### config.mk
export PLATFORM = sky130hd
export DESIGN_NAME = csmi_front
export DESIGN_NICKNAME = d
export VERILOG_FILES = /design/src/sv/csmi_pkg.sv /design/src/sv/csmi_front.sv
export SDC_FILE = /design/constraint.sdc
export NUM_CORES = 1
export LEC_CHECK = 0
export BUFFER_PORTS_ARGS = -buffer_cell sky130_fd_sc_hd__buf_2
export CAP_MARGIN = 5
export CORE_MARGIN = 2
export CORE_UTILIZATION = 64
export CTS_CLUSTER_SIZE = 25
export DETAILED_ROUTE_END_ITERATION = 8
export PLACE_DENSITY = 0.95
export SETUP_SLACK_MARGIN = 0.1
export SYNTH_ARGS = -nofsm -noshare
export SYNTH_HDL_FRONTEND = slang
export SYNTH_SLANG_ARGS = --single-unit
export TNS_END_PERCENT = 1
### constraint.sdc
create_clock -name i_clk -period 15.7 [get_ports i_clk]
set_input_delay 3.925 -clock i_clk [delete_from_list [all_inputs] [get_ports i_clk]]
set_output_delay 3.925 -clock i_clk [all_outputs]
set_load 0.03 [all_outputs]
### src/sv/csmi_pkg.sv
// Package for the column span merge/insert block: sizes, status codes, item types.
// No dependencies; imported by every module of the block.
package csmi_pkg;

    localparam int MAX_COLUMNS      = 4096;
    localparam int SPANS_PER_COLUMN = 8;

    localparam int COL_W   = $clog2(MAX_COLUMNS);
    localparam int SLOT_W  = (SPANS_PER_COLUMN > 1) ? $clog2(SPANS_PER_COLUMN) : 1;
    localparam int CNT_W   = $clog2(SPANS_PER_COLUMN + 1);
    localparam int ADDR_W  = $clog2(MAX_COLUMNS * SPANS_PER_COLUMN);
    localparam int FULLC_W = 26;   // x + z * grid_width before the range check

    // result status codes
    localparam logic [1:0] ST_STORED = 2'd0;
    localparam logic [1:0] ST_EMPTY  = 2'd1;
    localparam logic [1:0] ST_FULL   = 2'd2;
    localparam logic [1:0] ST_RANGE  = 2'd3;

    // configuration register indexes
    localparam logic CFG_GRID_WIDTH = 1'b0;
    localparam logic CFG_MERGE_THR  = 1'b1;

    typedef struct packed {
        logic [15:0] low;
        logic [15:0] high;
        logic [7:0]  area;
    } t_span;

    // classified word handed from front to back
    typedef struct packed {
        logic             empty_span;
        logic             in_range;
        logic [COL_W-1:0] col;
        t_span            span;
    } t_item;

endpackage

### src/sv/csmi_front.sv
// Front part: accepts input words, forms the column index and classifies them.
// Depends on csmi_pkg.
module csmi_front (
    input  logic             i_clk,
    input  logic             i_rst_n,
    input  logic             i_valid,
    output logic             o_ready,
    input  logic [11:0]      i_column_x,
    input  logic [11:0]      i_column_z,
    input  logic [15:0]      i_span_low,
    input  logic [15:0]      i_span_high,
    input  logic [7:0]       i_area_id,
    input  logic             i_gw_we,
    input  logic [12:0]      i_gw_data,
    output logic             o_push,
    output csmi_pkg::t_item  o_item,
    input  logic             i_q_full
);
    import csmi_pkg::*;

    logic [12:0]        r_grid_width;
    logic               r_valid;
    logic [FULLC_W-1:0] r_col;
    t_span              r_span;
    logic [FULLC_W-1:0] n_col;

    // column index; the product is registered before the range check
    assign n_col = FULLC_W'(i_column_x) + FULLC_W'(i_column_z) * FULLC_W'(r_grid_width);

    assign o_push  = r_valid && !i_q_full;
    assign o_ready = !r_valid || o_push;

    always_ff @(posedge i_clk) begin
        if (!i_rst_n) begin
            r_grid_width <= 13'd64;
        end else if (i_gw_we) begin
            r_grid_width <= i_gw_data;
        end
    end

    always_ff @(posedge i_clk) begin
        if (!i_rst_n) begin
            r_valid <= 1'b0;
        end else if (i_valid && o_ready) begin
            r_valid <= 1'b1;
        end else if (o_push) begin
            r_valid <= 1'b0;
        end
    end

    always_ff @(posedge i_clk) begin
        if (i_valid && o_ready) begin
            r_col  <= n_col;
            r_span <= '{low: i_span_low, high: i_span_high, area: i_area_id};
        end
    end

    // classification
    always_comb begin
        o_item.empty_span = (r_span.low >= r_span.high);
        o_item.in_range   = (r_col < FULLC_W'(MAX_COLUMNS));
        o_item.col        = r_col[COL_W-1:0];
        o_item.span       = r_span;
    end

endmodule

=== Yosys cells after proc, flatten, opt, wreduce, memory -nomap -nowiden ===
Index checks and enable logic that the tools add are counted.
Widths: inputs -> output; s select.

* Add/subtract/negate cells: 1
* Magnitude comparators: 2
* Multiply operators: 1
* Reduce and logical (&&, ||, !) cells: 6
* Mux-type cells: 2

{| class="wikitable"
|+ Operators with widths
! operator !! count
|-
| $add 12x25->26 || 1
|-
| $lt 26x13->1 const B || 1
|-
| $mul 12x13->25 || 1
|-
| $ge 16x16->1 || 1
|-
| $logic_and 1x1->1 || 2
|-
| $logic_not 1->1 || 2
|-
| $mux 1 || 2
|-
| $reduce_bool 2->1 || 1
|-
| $logic_or 1x1->1 || 1
|}

* Register bits: 80
* Output and inout bits: 56
* Input port bits: 82
* Word-level logic and storage cells: 18

=== Logic depth before layout (Yosys ltp) ===
* Word-level depth: 5
* Gate-level depth with buffers: 20
* Mapped depth without buffers: 18

=== Least setup slack after synthesis ===
Ideal clock, no wire load.

* Path type: in2reg
* Start point: in i_column_z[9]
* End point: reg r_col[25], data pin
* Setup time: 0.176 ns
* Arrival: 8.609 ns
* Required time: 15.524 ns
* Buffers on the path: 2
* Stages on the path: 19
* Setup slack: 6.914 ns
* Cells stage by stage: clkbuf_1 and2_1 fa_1 inv_1 fa_1 inv_1 fa_1 fa_1 inv_1 fa_1 inv_1 ha_1 buf_2 a21oi_1 o21ai_4 o211ai_2 nand2_1 or4b_1 o311ai_2

* Word-level cells in the longest chain between the ends: 2

{| class="wikitable"
|+ Ends and longest elaborated chain
! what !! RTL line !! source
|-
| start, declared || csmi_front.sv:9 || <nowiki>input logic [11:0] i_column_z,</nowiki>
|-
| $mul 12x13->25 || csmi_front.sv:28 || <nowiki>assign n_col = FULLC_W'(i_column_x) + FULLC_W'(i_column_z) * FULLC_W'(r_grid_width);</nowiki>
|-
| $add 12x25->26 || csmi_front.sv:28 ||
|-
| net n_col[25] || csmi_front.sv:25 || <nowiki>logic [FULLC_W-1:0] n_col;</nowiki>
|-
| end signal, assigned || csmi_front.sv:53 || <nowiki>r_col <= n_col;</nowiki>
|-
| end, declared || csmi_front.sv:23 || <nowiki>logic [FULLC_W-1:0] r_col;</nowiki>
|}

The timed path passes the listed nets, and every way through them passes these cells.
A chain may end at the register's enable or synchronous reset.

=== Worst setup path after layout ===
* Start point: in i_column_z[2]
* End point: reg r_col[24], data pin

Same word-level chain as after synthesis.

==> results.sh <==
export IMPL_status="finished, final reports clean"
export IMPL_multi_input_area_um2=5690
export IMPL_yosysUniqueCellTypes=60
export IMPL_area_growth_pct=11.6
export IMPL_period_share_pct=56.4
export IMPL_fin_nets=1276
export IMPL_grt_setup_unrepaired="false"
export IMPL_cellLeakagePower_nw=5.05
export IMPL_dp_worst_setup_slack_ns=6.53
export IMPL_vdd_ir_drop_max_v=0.0000939
export IMPL_netlist_area_um2=8910
export IMPL_worstSetupStartpoint="i_column_z[2]"
export IMPL_finClkSkew_ns=0.0137
export IMPL_insertion_delay_ns=0.35
export IMPL_vias_per_cell=5.49
export IMPL_grt_usage_pct=27.0
export IMPL_final_hold_viol_count=0
export IMPL_min_period_ns=8.86
export IMPL_cts_max_path_buffers=2
export IMPL_reg2reg_to="r_col[24]"
export IMPL_gp_congestion=0.908
export IMPL_cts_tree="done"
export IMPL_grt_pass1_vias=6763
export IMPL_synth_edf_count=66
export IMPL_cts_hold_fix_buffers=0
export IMPL_num_vias=6407
export IMPL_end_kind="flop"
export IMPL_crit_type="in -> reg"
export IMPL_yosysTopAreaCell="fa_1"
export IMPL_nFillCells=865
export IMPL_drt_iter0_markers=484
export IMPL_post_cts_resized=0
export IMPL_portBuffers=137
export IMPL_ys_seq_area_share_pct=25.4
export IMPL_worstSetupEndpoint="r_col[24]"
export IMPL_synth_seq_cells=80
export IMPL_start_util_pct=65.0
export IMPL_critPathMaxFanout=13
export IMPL_syn_area_per_cell_um2=10.2
export IMPL_core_area_um2=13700
export IMPL_cts_inserted_buffers=9
export IMPL_hold_path_class="reg -> reg"
export IMPL_remaining_drc_errors=0
export IMPL_reg2reg_from="r_grid_width[7]"
export IMPL_rows=43
export IMPL_overflow=0
export IMPL_yosysTopAreaCellShare_pct=27.4
export IMPL_seq_area_um2=2260
export IMPL_timing_final_ws_setup_ns=6.84
export IMPL_clock_sinks=80
export IMPL_syn_inst=878
export IMPL_pin_count=138
export IMPL_grt_max_degree=43
export IMPL_utilization_pct=72.5
export IMPL_p_per_area_nw_per_um2=120
export IMPL_fmax_ghz=0.113
export IMPL_stdcell_count=1168
export IMPL_dpl_hpwl_um=15200
export IMPL_yosys_warnings=0
export IMPL_yosys_most_used_dff="edfxtp_1"
export IMPL_ys_top_cells_by_count="inv_1 (198), fa_1 (122), nand2_1 (94)"
export IMPL_drive_gt1_share_pct=17.4
export IMPL_power_w=0.00119
export IMPL_postRouteAntennaNets=0
export IMPL_synth_most_common_cell="inv_1"
export IMPL_async_flop_share_pct=0
export IMPL_setup_viol=0
export IMPL_wire_per_inst_um=16.3
export IMPL_synth_nets=1172
export IMPL_reg2regPathDepth=17
export IMPL_dieArea_um2=14900
export IMPL_die_y_um=122
export IMPL_grt_pass1_wl_um=30800
export IMPL_setup_tns_ns=0
export IMPL_cp_required_ns=15.79
export IMPL_cts_root_buffer="clkbuf_16"
export IMPL_relSlewSlack_pct=53.3
export IMPL_ys_top_cells_by_area="fa_1 (27%), edfxtp_1 (22%), ha_1 (13%), inv_1 (8.3%), and2_1 (5.8%)"
export IMPL_path_clk_slew_ns=0.06
export IMPL_start_kind="primary input"
export IMPL_placed_cells=1151
export IMPL_maxCapViolations=0
export IMPL_slew_viol_final=0
export IMPL_drtPass1Iterations=6
export IMPL_grt_antenna_before_repair=1
export IMPL_htreeDepth=3
export IMPL_critPathArrivalTime_ns=8.95
export IMPL_cts_setup_buffers=0
export IMPL_drt_total_wl_um=19100
export IMPL_tightestPinTransition_ns=0.700
export IMPL_die_w_um=122
export IMPL_ff2ff_setup_slack_ns=10.07
==> power by group <==
| group | internal (W) | switching [W] | leakage [nW] |
|---|---|---|---|
| Clock | 0.000143 | 0.0000917 | 0.163 |
| Sequential | 0.000288 | 0.0000174 | 0.756 |
| Combinational | 0.000251 | 0.000399 | 4.13 |
==> per-layer routing <==
layer  part of all wire (%)  GRT usage [%]  vias to the layer above  wire, µm
met1                     36           30.0                     3108      6840
met5                      0          0.694                        -         0
met3                    7.5           6.18                       80      1430
met4                    5.0           16.2                        0       956
met2                     52           47.1                      280      9840
li1                       -              -                     2939         -
==> worst min-delay path by stage <==
stage                      endpoint            start  slack (ns)  depth (start not counted)
finish                      r_valid          r_valid        0.54                          2
global route                r_valid          r_valid        0.57                          2
CTS                         r_valid          r_valid        0.54                          2
detailed placement          r_valid          r_valid        0.52                          2
global placement            r_valid          r_valid        0.50                          2
floorplan           r_grid_width[6]  r_grid_width[6]        0.47                          2
==> worst max-delay path, stage by stage <==
cell and delay [ns]:
buf_2 0.17, and2_1 0.19, fa_1 0.53, inv_1 0.05
fa_1 0.50, inv_1 0.05, fa_1 0.48, fa_1 0.49
inv_1 0.06, fa_1 0.54, inv_1 0.05, ha_1 0.39
a2111oi_0 0.42, o21ai_1 0.24, a41oi_2 0.32, o31a_1 0.25
o221ai_1 0.14, xor2_1 0.17
==> cells in the final DEF, fill, tap and decap left out, types with 7 or more instances in the layout <==
master and instances:
nor2_1 7, and2_1 81, nor2b_1 18, xnor2_1 9, edfxtp_1 66, inv_1 198, dfxtp_1 14, a21o_1 9
nand2_1 94, clkbuf_16 9, mux2i_1 13, o21ai_0 12, buf_2 137, a21oi_1 23, fa_1 122, ha_1 90
==> cell type report <==
| type | count | share of cell area [%] |
|---|---|---|
| Multi-Input combinational cell | 555 | 57.2 |
| Tap cell | 180 | 2.26 |
| Clock buffer | 9 | 2.26 |
| Sequential cell | 80 | 22.7 |
| Timing Repair Buffer | 138 | 6.97 |
| Inverter | 198 | 7.47 |
| Clock inverter | 7 | 1.07 |
| Antenna cell | 1 | 0.0252 |
==> cell families after synthesis <==
family	synth area share (%)
fa+ha+maj	40.0
xor+xnor	1.47
buf+inv	10.8
flops	25.4
simple gates	14.1
compound gates	6.75
mux	1.46
==> flip-flops by register name, indices dropped and copies added, names as in the netlist <==
register / flops
o_item: 40
r_col: 26
r_grid_width: 13
r_valid: 1
==> through the flow <==
stage | instance area [µm²] | hold WS, ns
floorplan | 8910 | 0.468
global placement | 9610 | 0.499
finish | 9950 | 0.545
global route | 9950 | 0.567
CTS | 9950 | 0.539
detailed placement | 9610 | 0.520
No activity file was read; power rests on OpenSTA's default activity.
