### src/sv/csmi_pkg.sv
// Package for the column span merge/insert block: sizes, status codes, item types.
// No dependencies; imported by every module of the block.
package csmi_pkg;

    localparam int MAX_COLUMNS      = 4096;
    localparam int SPANS_PER_COLUMN = 8;

    localparam int COL_W   = $clog2(MAX_COLUMNS);
    localparam int SLOT_W  = (SPANS_PER_COLUMN > 1) ? $clog2(SPANS_PER_COLUMN) : 1;
    localparam int CNT_W   = $clog2(SPANS_PER_COLUMN + 1);
    localparam int ADDR_W  = $clog2(MAX_COLUMNS * SPANS_PER_COLUMN);
    localparam int FULLC_W = 26;   // x + z * grid_width before the range check

    // result status codes
    localparam logic [1:0] ST_STORED = 2'd0;
    localparam logic [1:0] ST_EMPTY  = 2'd1;
    localparam logic [1:0] ST_FULL   = 2'd2;
    localparam logic [1:0] ST_RANGE  = 2'd3;

    // configuration register indexes
    localparam logic CFG_GRID_WIDTH = 1'b0;
    localparam logic CFG_MERGE_THR  = 1'b1;

    typedef struct packed {
        logic [15:0] low;
        logic [15:0] high;
        logic [7:0]  area;
    } t_span;

    // classified word handed from front to back
    typedef struct packed {
        logic             empty_span;
        logic             in_range;
        logic [COL_W-1:0] col;
        t_span            span;
    } t_item;

endpackage

### src/sv/csmi_queue.sv
// Two-entry queue of classified words between front and back.
// Depends on csmi_pkg.
module csmi_queue (
    input  logic            i_clk,
    input  logic            i_rst_n,
    input  logic            i_push,
    input  csmi_pkg::t_item i_item,
    output logic            o_full,
    input  logic            i_pop,
    output logic            o_nempty,
    output csmi_pkg::t_item o_item
);
    import csmi_pkg::*;

    t_item      r_mem [2];
    logic       r_wp;
    logic       r_rp;
    logic [1:0] r_n;

    assign o_full   = (r_n == 2'd2);
    assign o_nempty = (r_n != 2'd0);
    assign o_item   = r_mem[r_rp];

    always_ff @(posedge i_clk) begin
        if (!i_rst_n) begin
            r_wp <= 1'b0;
            r_rp <= 1'b0;
            r_n  <= 2'd0;
        end else begin
            if (i_push) r_wp <= ~r_wp;
            if (i_pop)  r_rp <= ~r_rp;
            case ({i_push, i_pop})
                2'b10:   r_n <= r_n + 2'd1;
                2'b01:   r_n <= r_n - 2'd1;
                default: r_n <= r_n;
            endcase
        end
    end

    always_ff @(posedge i_clk) begin
        if (i_push) r_mem[r_wp] <= i_item;
    end

endmodule

### config.mk
export PLATFORM = sky130hd
export DESIGN_NAME = csmi_queue
export DESIGN_NICKNAME = d
export VERILOG_FILES = /design/src/sv/csmi_pkg.sv /design/src/sv/csmi_queue.sv
export SDC_FILE = /design/constraint.sdc
export NUM_CORES = 1
export LEC_CHECK = 0
export BUFFER_PORTS_ARGS = -buffer_cell sky130_fd_sc_hd__buf_4
export CORE_MARGIN = 2
export CORE_UTILIZATION = 41
export DETAILED_ROUTE_END_ITERATION = 10
export PLACE_DENSITY = 0.77
export SLEW_MARGIN = 20
export SYNTH_ARGS = -nofsm -noshare
export SYNTH_HDL_FRONTEND = slang
export SYNTH_SLANG_ARGS = --single-unit
### constraint.sdc
create_clock -name i_clk -period 6.15 [get_ports i_clk]
set_input_delay 0.9225 -clock i_clk [delete_from_list [all_inputs] [get_ports i_clk]]
set_output_delay 0.9225 -clock i_clk [all_outputs]
set_load 0.005 [all_outputs]
; ---- Yosys cells after proc, flatten, opt, wreduce, memory -nomap -nowiden
; Memories as Yosys holds them, arrays and structs flattened. A register that Yosys moved wholly into a read port is not among the register bits.
; Cells that the tools add are included.
; W data, S select, Z words.
[word_totals]
ff_bits = 4
ramBits = 108
input_bits = 58
output_inout_bits = 56
elab_cells = 18
n_memories = 1
[mem_list]
columns = memory, depth, word_bits, read_ports, rd_clocked_by_memory_dff, wr, line
row1 = r_mem, 2, 54, 1, 1, 1, csmi_queue.sv:15  ; t_item r_mem [2];
[classes]
add_sub_neg = 2
eq_ne = 3
mux = 5
bitwise_logic = 2
n_reduce_logical = 2
[op_table]
columns = operator, count
row1 = $eq A2 B2 Y1 const B, 2
row2 = $mux W1, 4
row3 = $pmux W2 S2, 1
row4 = $reduce_bool A2 Y1, 2
row5 = $add A2 B1 Y2 const B, 1
row6 = $eq A2 B1 Y1 const B, 1
row7 = $not A1 Y1, 2
row8 = $sub A2 B1 Y2 const B, 1

; ---- Longest topological paths before layout
; Gate-level depths: netlist of run 1.
[logic_depth]
depth_word = 3
depth_mapped = 5
depth_no_buf = 5

; ---- Worst setup path before layout of run 1
; OpenSTA, ideal clock, no wires.
[synth_path]
kind = input to register
start = input port i_push
end = memory r_mem[0][0] (netlist name) (enable)
setup_ns = 0.469
arrival_ns = 3.278
required_time_ns = 5.681
slack_ns = 2.404
stages = 2
path_buffers = 0
cell_sequence = inv_1 > nor2_1
[synth_between]
elab_chain_len = 2
[synth_lines]
columns = item, line
row1 = start: declaration, csmi_queue.sv:6  ; input logic i_push,
row2 = $mux W1, csmi_queue.sv:41  ; if (i_push) r_mem[r_wp] <= i_item;
row3 = $mux W1 (implied by the code), csmi_queue.sv:41
row4 = end: declaration, csmi_queue.sv:15
; No other way between the ends.

==> metrics.yaml, run 1 <==
outcome: "completed"
clockBufferDepth: 2
drv_cap: 0
track_usage_pct: 13.8
core_area_mm2: 0.00973
synth_warnings: 0
setup_viol: 0
route.detailed.drc: 0
syn_area_mm2: 0.00410
dr.pass1.iters: 4
async_flop_share_pct: 0
yosys.cell_types.count: 17
totalWireLength_um: 7140
dp_hpwl_um: 4360
maxSlewHeadroom_pct: 50.9
pre_cts_slack_ns: 3.81
hold_path_end: "r_n[1]$_SDFFE_PN0P_"
initial_core_util_pct: 42.1
clk_latency_ns: 0.50
r2r-end: "r_mem[1][47]$_DFFE_PP_"
layout.cells.non_filler: 464
grt_antenna_before_repair: 0
cp.required_ns: 5.23
die_h_um: 104
clkSinkCount: 113
via_per_inst: 4.64
wire_per_inst_um: 15.4
grt_pass1_vias: 2331
yosys-top-cells-area: "edfxtp_1 (79%), mux2_2 (15%), dfxtp_1 (2.4%)"
ctsResizeCount: 0
fill_cells: 765
hp-class: "reg -> reg"
fin_crit_sh_pct: 46.3
grt_setup_unrepaired: "no"
dpl_cell_area_mm2: 0.00511
yosysMostFrequentCell: "edfxtp_1"
critPathMaxFanout: 54
numCtsBuffers: 17
vdd_drop_max_v: 0.000199
ios: 114
grt_pass1_wl_um: 11200
initialDrtViolationCount: 68
report.final.hold_viol_count: 0
vias: 2152
fin_util_pct: 58.6
grt_start_max_net_pins: 55
row_count: 36
fp.dieArea_mm2: 0.0108
slew_viol_final: 0
insertedDiodeCount: 0
reg2regPathDepth: 2
final_nets: 377
worstSetupPathType: "reg -> out"
synth_seq_area_share_pct: 81.5
h-tree-depth: 4
root_buffer: "clkbuf_8"
fin_skew_ns: 0.00737
globalplace.congestion: 0.658
placed_cells: 432
end_kind: "output pin"
cp.arrival_ns: 1.93
syn-num-nets: 249
ys_seq_elements: 113
min_from: "r_n[1]$_SDFFE_PN0P_"
grt.overflow.total: 0
post-cts-setup-buffers: 0
power_leakage_uw: 0.00215
ys.flop_type: "edfxtp_1"
fmax_mhz: 351
postRouteAntennaNets: 0
synth_top_area_share_pct: 79.1
die_x_um: 104
drive_gt1_share_pct: 60.7
start_kind: "flip-flop"
power-per-cell-area_mw_per_mm2: 359
synthToLayoutAreaGrowth_pct: 39.0
setup_tns_ns: 0
setup_slack_ns: 3.30
final_area_mm2: 0.00570
cts_tree: "yes"
netlist_instances: 190
io_buffers: 113
holdPathStages: 2
period_needed_ns: 2.85
rrSetupSlack_ns: 4.63
synth_edf_count: 108
clkTransAtPathRegs_ns: 0.06
post_synth.cell_area_avg_um2: 21.6
tightestPinTransition_ns: 0.737
cts_hold_buf: 0
r2r-start: "r_wp$_SDFFE_PN0P_"
yosysTopAreaCell: "edfxtp_1"
ys_top_cells_by_count: "edfxtp_1 (108), mux2_2 (54), buf_2 (6)"
-- cell families after synthesis --
logic type / synth area share, %
AND/OR/NAND/NOR: 1.37
XOR/XNOR: 0.641
flip-flops: 81.5
buffers and inverters: 0.824
adder cells (fa/ha/maj): 0.305
AO/OA/AOI/OAI: 0.488
multiplexers: 14.8
-- metrics by stage --
stage / total power [uW] / hold slack (ns)
6_report: 2050 / 0.525
5_1_grt: 2120 / 0.548
4_1_cts: 2070 / 0.529
3_5_place_dp: 1110 / 0.518
3_3_place_gp: 1100 / 0.479
2_1_floorplan: 998 / 0.461
-- layer usage --
| metal | vias up | track usage, % | part of all wire [%] |
|---|---|---|---|
| met5 | - | 0 | 0 |
| met4 | 0 | 8.01 | 2.0 |
| met3 | 14 | 5.39 | 6.3 |
| met2 | 82 | 22.9 | 50 |
| met1 | 1052 | 15.1 | 41 |
| li1 | 1004 | - | - |
-- report_power, final --
group          internal [uW]  total, uW  switching (uW)
Clock                    647        958             311
Combinational            111        174            62.9
Sequential               890        913            23.3
-- cell usage in the layout (no fill, tap or decap), drive strengths merged, types with 2 or more instances in the layout --
cell type	count
bufinv	4
xnor2	2
edfxtp	108
and2	4
buf	115
clkinvlp	2
mux2	54
dfxtp	5
clkbuf	18
clkinv	8
-- registers in the layout (all words and copies together), names as in the netlist, named ones only --
name / flops
r_n: 2
r_rp: 1
r_wp: 1
r_mem: 108
-- final cells by class --
type                    instances  area [um2]  area share (%)
clock buffers                  18         418            7.33
repair buffers                115         863            15.1
clock inverters                14         170            2.99
multi-input cells              70         732            12.8
flip-flops and latches        113        3350            58.7
inverters                       1        3.75          0.0658
well taps                     133         166            2.92
-- worst max path at each step --
| stage | to | from | slack (ns) | cells after the start |
|---|---|---|---|---|
| 5_1_grt | o_item[22] | flip-flop | 3.20 | 2 |
| 2_1_floorplan | r_mem[0][0]$_DFFE_PP_ | i_push | 2.40 | 2 |
| 4_1_cts | o_item[22] | flip-flop | 3.25 | 2 |
| 6_report | o_item[22] | flip-flop | 3.30 | 2 |
| 3_3_place_gp | o_item[22] | flip-flop | 3.40 | 2 |
| 3_5_place_dp | o_item[22] | flip-flop | 3.81 | 2 |
-- worst max-delay path, cell delays in order, from the launching register on --
cell and delay [ns]:
dfxtp_4 0.80, mux2_2 0.43, buf_4 0.14
Note: power is estimated with default switching activity, not from simulation.
==> inputs of run 2 (changes only) <==
- PLACE_DENSITY: 0.77 -> 0.8
- clock period: 6.15 -> 2.6 ns (I/O delays scaled with it)
==> metrics.yaml, run 2 (synthesis results as in run 1) <==
grt_start_max_net_pins: 55  # unchanged
root_buffer: "clkbuf_8"  # unchanged
worstSetupPathType: "reg -> out"  # unchanged
grt_pass1_vias: 2290  # was 2,331
power-per-cell-area_mw_per_mm2: 867  # was 359 mW/mm2
clockBufferDepth: 2  # unchanged
slew_viol_final: 0  # unchanged
clkSinkCount: 113  # unchanged
grt_antenna_before_repair: 0  # unchanged
vias: 2108  # was 2,152
die_h_um: 104  # unchanged
end_kind: "output pin"  # unchanged
final_cell_mix: "buf_4 (115), edfxtp_1 (108), mux2_2 (54), clkbuf_16 (16), bufinv_16 (5)"  # was buf_4 (115), edfxtp_1 (108), mux2_2 (54), clkbuf_16 (16)
wire_per_inst_um: 15.5  # was 15.4 um
setup_viol: 0  # unchanged
fin_crit_sh_pct: 78.5
globalplace.congestion: 0.634  # was 0.658
layout_commonest_cell: "buf_4"  # unchanged
fp.dieArea_mm2: 0.0108  # unchanged
post-cts-setup-buffers: 0  # unchanged
tightestPinTransition_ns: 0.613  # was 0.737 ns
grt_setup_unrepaired: "no"  # unchanged
io_buffers: 113  # unchanged
holdWs_ns: 0.0814  # was 0.525 ns
report.final.hold_viol_count: 0  # unchanged
final_nets: 379  # was 377
critPathMaxFanout: 54  # unchanged
vdd_drop_max_v: 0.000458  # was 0.000199 V
h-tree-depth: 4  # unchanged
clk_latency_ns: 0.49  # was 0.50 ns
synthToLayoutAreaGrowth_pct: 41.0  # was 39.0%
worstPathCellList: "buf_12 -> mux2_2 -> buf_4"  # was mux2_2 -> buf_4
postRouteAntennaNets: 0  # unchanged
start_kind: "flip-flop"  # unchanged
die_x_um: 104  # unchanged
core_area_mm2: 0.00973  # unchanged
row_count: 36  # unchanged
final_area_mm2: 0.00578  # was 0.00570 mm2
hp-class: "in -> reg"  # was reg -> reg
cts_hold_buf: 0  # unchanged
cp.arrival_ns: 1.65  # was 1.93 ns
outcome: "completed"  # unchanged
maxSlewHeadroom_pct: 59.2  # was 50.9%
cts_tree: "yes"  # unchanged
initial_core_util_pct: 42.1  # unchanged
critPathTopFamily: "buffers and inverters"  # was flip-flops
grt.overflow.total: 0  # unchanged
ctsResizeCount: 0  # unchanged
via_per_inst: 4.52  # was 4.64
route.detailed.drc: 0  # unchanged
largest_register: "r_mem"  # unchanged
cp_num_buf_inv: 2  # was 1
dr.pass1.iters: 4  # unchanged
dp_hpwl_um: 4550  # was 4360 um
cp.required_ns: 2.21  # was 5.23 ns
fin_skew_ns: 0.0119  # was 0.00737 ns
fmax_mhz: 490
slowest_delay_ns: 0.39  # was 0.80 ns
initialDrtViolationCount: 62  # was 68
setup_tns_ns: 0  # unchanged
grt_pass1_wl_um: 11300  # was 11,200 um
track_usage_pct: 13.6  # was 13.8%
reg_top3: "r_mem (108), r_n (2)"  # unchanged
ios: 114  # unchanged
clkTransAtPathRegs_ns: 0.06  # about the same
drive_gt1_share_pct: 61.9  # was 60.7%
largest_reg_flops: 108  # unchanged
numCtsBuffers: 17  # unchanged
critPathSlowestCell: "mux2_2"  # was dfxtp_4
dpl_cell_area_mm2: 0.00515  # was 0.00511 mm2
insertedDiodeCount: 0  # unchanged
period_needed_ns: 2.04
drv_cap: 0  # unchanged
power_leakage_uw: 0.00218  # was 0.00215 uW
totalWireLength_um: 7210  # was 7140 um
==> run 2: layer usage <==
layer  vias up  track usage (%)  share of wire [%]
met5         -                0                  0
met4         0             4.05               0.26
met1      1033             15.5                 42
met2        64             23.8                 53
met3         2             4.95                4.9
li1       1009                -                  -
==> run 2: power by group <==
| part | switching [uW] | internal (uW) | leakage [uW] |
|---|---|---|---|
| registers | 24.8 | 2100 | 0.00106 |
| clock network | 779 | 1650 | 0.000299 |
| logic | 181 | 272 | 0.000828 |
| total | 985 | 4030 | 0.00218 |
==> run 2: area by class of cell <==
cell class	count	area, um2
clock inverter	14	213
tap	133	166
timing repair buffer	117	903
clock buffer	18	418
inverter	1	3.75
fill	763	3950
sequential	113	3340
multi-input combinational	70	732
==> run 2: metrics by stage <==
stage	std cells	setup WS (ns)	utilization, %	total power (uW)
after floorplan	190	0.332	-	2360
after global placement	434	0.943	52.9	2610
after detailed placement	434	0.917	52.9	2620
after CTS	466	0.525	59.4	5060
after global routing	466	0.464	59.4	5170
final	466	0.559	59.4	5010
==> run 2: path summary, 6_finish.rpt <==
| path | start | endpoint | slack, ns | depth (start not counted) |
|---|---|---|---|---|
| max | flip-flop | o_item[8] | 0.56 | 3 |
| min | i_item[15] | r_mem[1][15]$_DFFE_PP_ | 0.08 | 1 |
| max reg2reg | r_wp$_SDFFE_PN0P_ | r_mem[1][27]$_DFFE_PP_ | 1.01 | 2 |
| min reg2reg | r_n[1]$_SDFFE_PN0P_ | r_n[1]$_SDFFE_PN0P_ | 0.52 | 2 |
==> inputs of run 3 (changes only) <==
- clock period: 2.6 -> 1.8 ns (I/O delays scaled with it)
==> metrics.yaml, run 3 (synthesis results as in run 1) <==
fin_skew_ns: 0.00847  # was 0.0119 ns
root_buffer: "clkbuf_8"  # unchanged
final_cell_mix: "edfxtp_1 (108), buf_4 (83), dlygate4sd3_1 (55), mux2_4 (35), buf_6 (35)"  # was buf_4 (115), edfxtp_1 (108), mux2_2 (54), clkbuf_16 (16), bufinv_16 (5)
globalplace.congestion: 0.688  # was 0.634
met3_length_um: 409  # was 352 um
hp-class: "in -> reg"  # unchanged
area.sequential_mm2: 0.00335  # was 0.00334 mm2
clkTransAtPathRegs_ns: 0.05  # was 0.06 ns
grt_start_max_net_pins: 33  # was 55
setup_viol: 54  # was 0
clockBufferDepth: 2  # unchanged
cp_num_buf_inv: 2  # unchanged
ios: 114  # unchanged
critPathTopFamily: "flip-flops"  # was buffers and inverters
vias: 2415  # was 2,108
die_x_um: 104  # unchanged
power_leakage_uw: 0.00258  # was 0.00218 uW
reg_top3: "r_mem (108), r_n (2)"  # unchanged
grt_setup_unrepaired: "yes"  # was no
power-per-cell-area_mw_per_mm2: 1040  # was 867 mW/mm2
die_h_um: 104  # unchanged
failed_checks: "setup timing"
slew_viol_final: 0  # unchanged
critPathMaxFanout: 14  # was 54
track_usage_pct: 16.9  # was 13.6%
clkSinkCount: 113  # unchanged
grt_pass1_vias: 2680  # was 2,290
insertedDiodeCount: 0  # unchanged
start_kind: "flip-flop"  # unchanged
cp.arrival_ns: 1.62  # was 1.65 ns
slowest_delay_ns: 0.45  # was 0.39 ns
initial_core_util_pct: 42.1  # unchanged
grt_antenna_before_repair: 0  # unchanged
largest_register: "r_mem"  # unchanged
multiInputGateArea_um2: 863  # was 732 um2
grt.overflow.total: 0  # unchanged
outcome: "finished with violations"  # was completed
cts_tree: "yes"  # unchanged
drive_gt1_share_pct: 52.3  # was 61.9%
numCtsBuffers: 17  # unchanged
final_nets: 439  # was 379
report.final.hold_viol_count: 0  # unchanged
route.detailed.drc: 0  # unchanged
layout_commonest_cell: "edfxtp_1"  # was buf_4
row_count: 36  # unchanged
core_area_mm2: 0.00973  # unchanged
dp_hpwl_um: 4620  # was 4550 um
h-tree-depth: 4  # unchanged
wire_per_inst_um: 17.3  # was 15.5 um
vdd_drop_max_v: 0.000633  # was 0.000458 V
cp.required_ns: 1.53  # was 2.21 ns
dr_wl_met2_um: 4950  # was 3810 um
period_needed_ns: 1.89
postRouteAntennaNets: 0  # unchanged
fp.dieArea_mm2: 0.0108  # unchanged
fmax_mhz: 530
end_kind: "output pin"  # unchanged
worstSetupPathType: "reg -> out"  # unchanged
fin_crit_sh_pct: 105
synthToLayoutAreaGrowth_pct: 59.7  # was 41.0%
grt_pass1_wl_um: 13700  # was 11,300 um
initialDrtViolationCount: 55  # was 62
largest_reg_flops: 108  # unchanged
totalWireLength_um: 9080  # was 7210 um
post-cts-setup-buffers: 0  # unchanged
routed.top_layer: "met4"  # unchanged
critPathSlowestCell: "dfxtp_4"  # was mux2_2
io_buffers: 113  # unchanged
pre_cts_slack_ns: 0.354  # was 0.917 ns
clk_latency_ns: 0.49  # about the same
wl_met1_um: 3620  # was 3030 um
fill_cells: 685  # was 763
setup_tns_ns: -3.30  # was 0 ns
via_per_inst: 4.60  # was 4.52
maxSlewHeadroom_pct: 70.6  # was 59.2%
drv_cap: 0  # unchanged
worstPathCellList: "buf_16 -> mux2_2 -> buf_4"  # was buf_12 -> mux2_2 -> buf_4
dr.pass1.iters: 4  # unchanged
setup_slack_ns: -0.0880  # was 0.559 ns
tightestPinTransition_ns: 0.442  # was 0.613 ns
==> run 3: cell count changes in the layout (fill, tap and decap cells not counted), moves of 32 or more <==
cell           previous run  this run
buf_6                     0        35
buf_4                   115        83
mux2_4                    0        35
dlygate4sd3_1             0        55
mux2_2                   54        19
==> run 3: layout make-up <==
class / count / share of cell area, %
clock buffer: 22 / 6.61
clock inverter: 9 / 1.03
inverter: 1 / 0.0573
sequential: 113 / 51.1
multi-input combinational: 70 / 13.2
tap: 133 / 2.54
timing repair buffer: 177 / 25.5
==> run 3: stage by stage <==
stage	hold WS [ns]	total power (uW)	utilization [%]	cells	cell area (um2)
4_1_cts	0.0826	6840	66.4	523	6460
5_1_grt	0.0881	7110	67.3	525	6550
2_1_floorplan	0.369	3410	-	190	4110
3_3_place_gp	0.455	3770	52.9	435	5140
3_5_place_dp	0.458	3790	52.9	435	5140
6_report	0.105	6820	67.3	525	6550
==> run 3: worst register-to-register path, stage by stage (launching register included) <==
cell	delay [ns]
dfxtp_1	0.38
and2_2	0.17
buf_4	0.36
==> run 3: metal layers <==
layer / track usage (%) / vias to the layer above
met2: 30.0 / 74
met5: 0 / -
met1: 18.3 / 1202
met3: 5.89 / 8
met4: 6.95 / 0
li1: - / 1131
==> run 3: worst paths after layout <==
path                        from  cells past startpoint                     end  slack, ns
max                    flip-flop                      3              o_item[19]      -0.09
min                       i_push                      3       r_wp$_SDFFE_PN0P_       0.11
min reg2reg  r_n[1]$_SDFFE_PN0P_                      2     r_n[1]$_SDFFE_PN0P_       0.51
max reg2reg    r_wp$_SDFFE_PN0P_                      2  r_mem[1][29]$_DFFE_PP_       0.52
==> run 3: what timing repair did <==
item,4_1_cts,5_1_grt
gates resized for setup,57,15
hold buffers,55,0
cloned,2,2
endpoints found under the hold margin,110,0
endpoints found under the setup margin,54,54
==> run 3: where the power goes <==
group / switching, uW / total [uW] / internal (uW)
clock: 1000 / 2790 / 1790
combinational: 333 / 935 / 601
sequential: 51.0 / 3090 / 3040
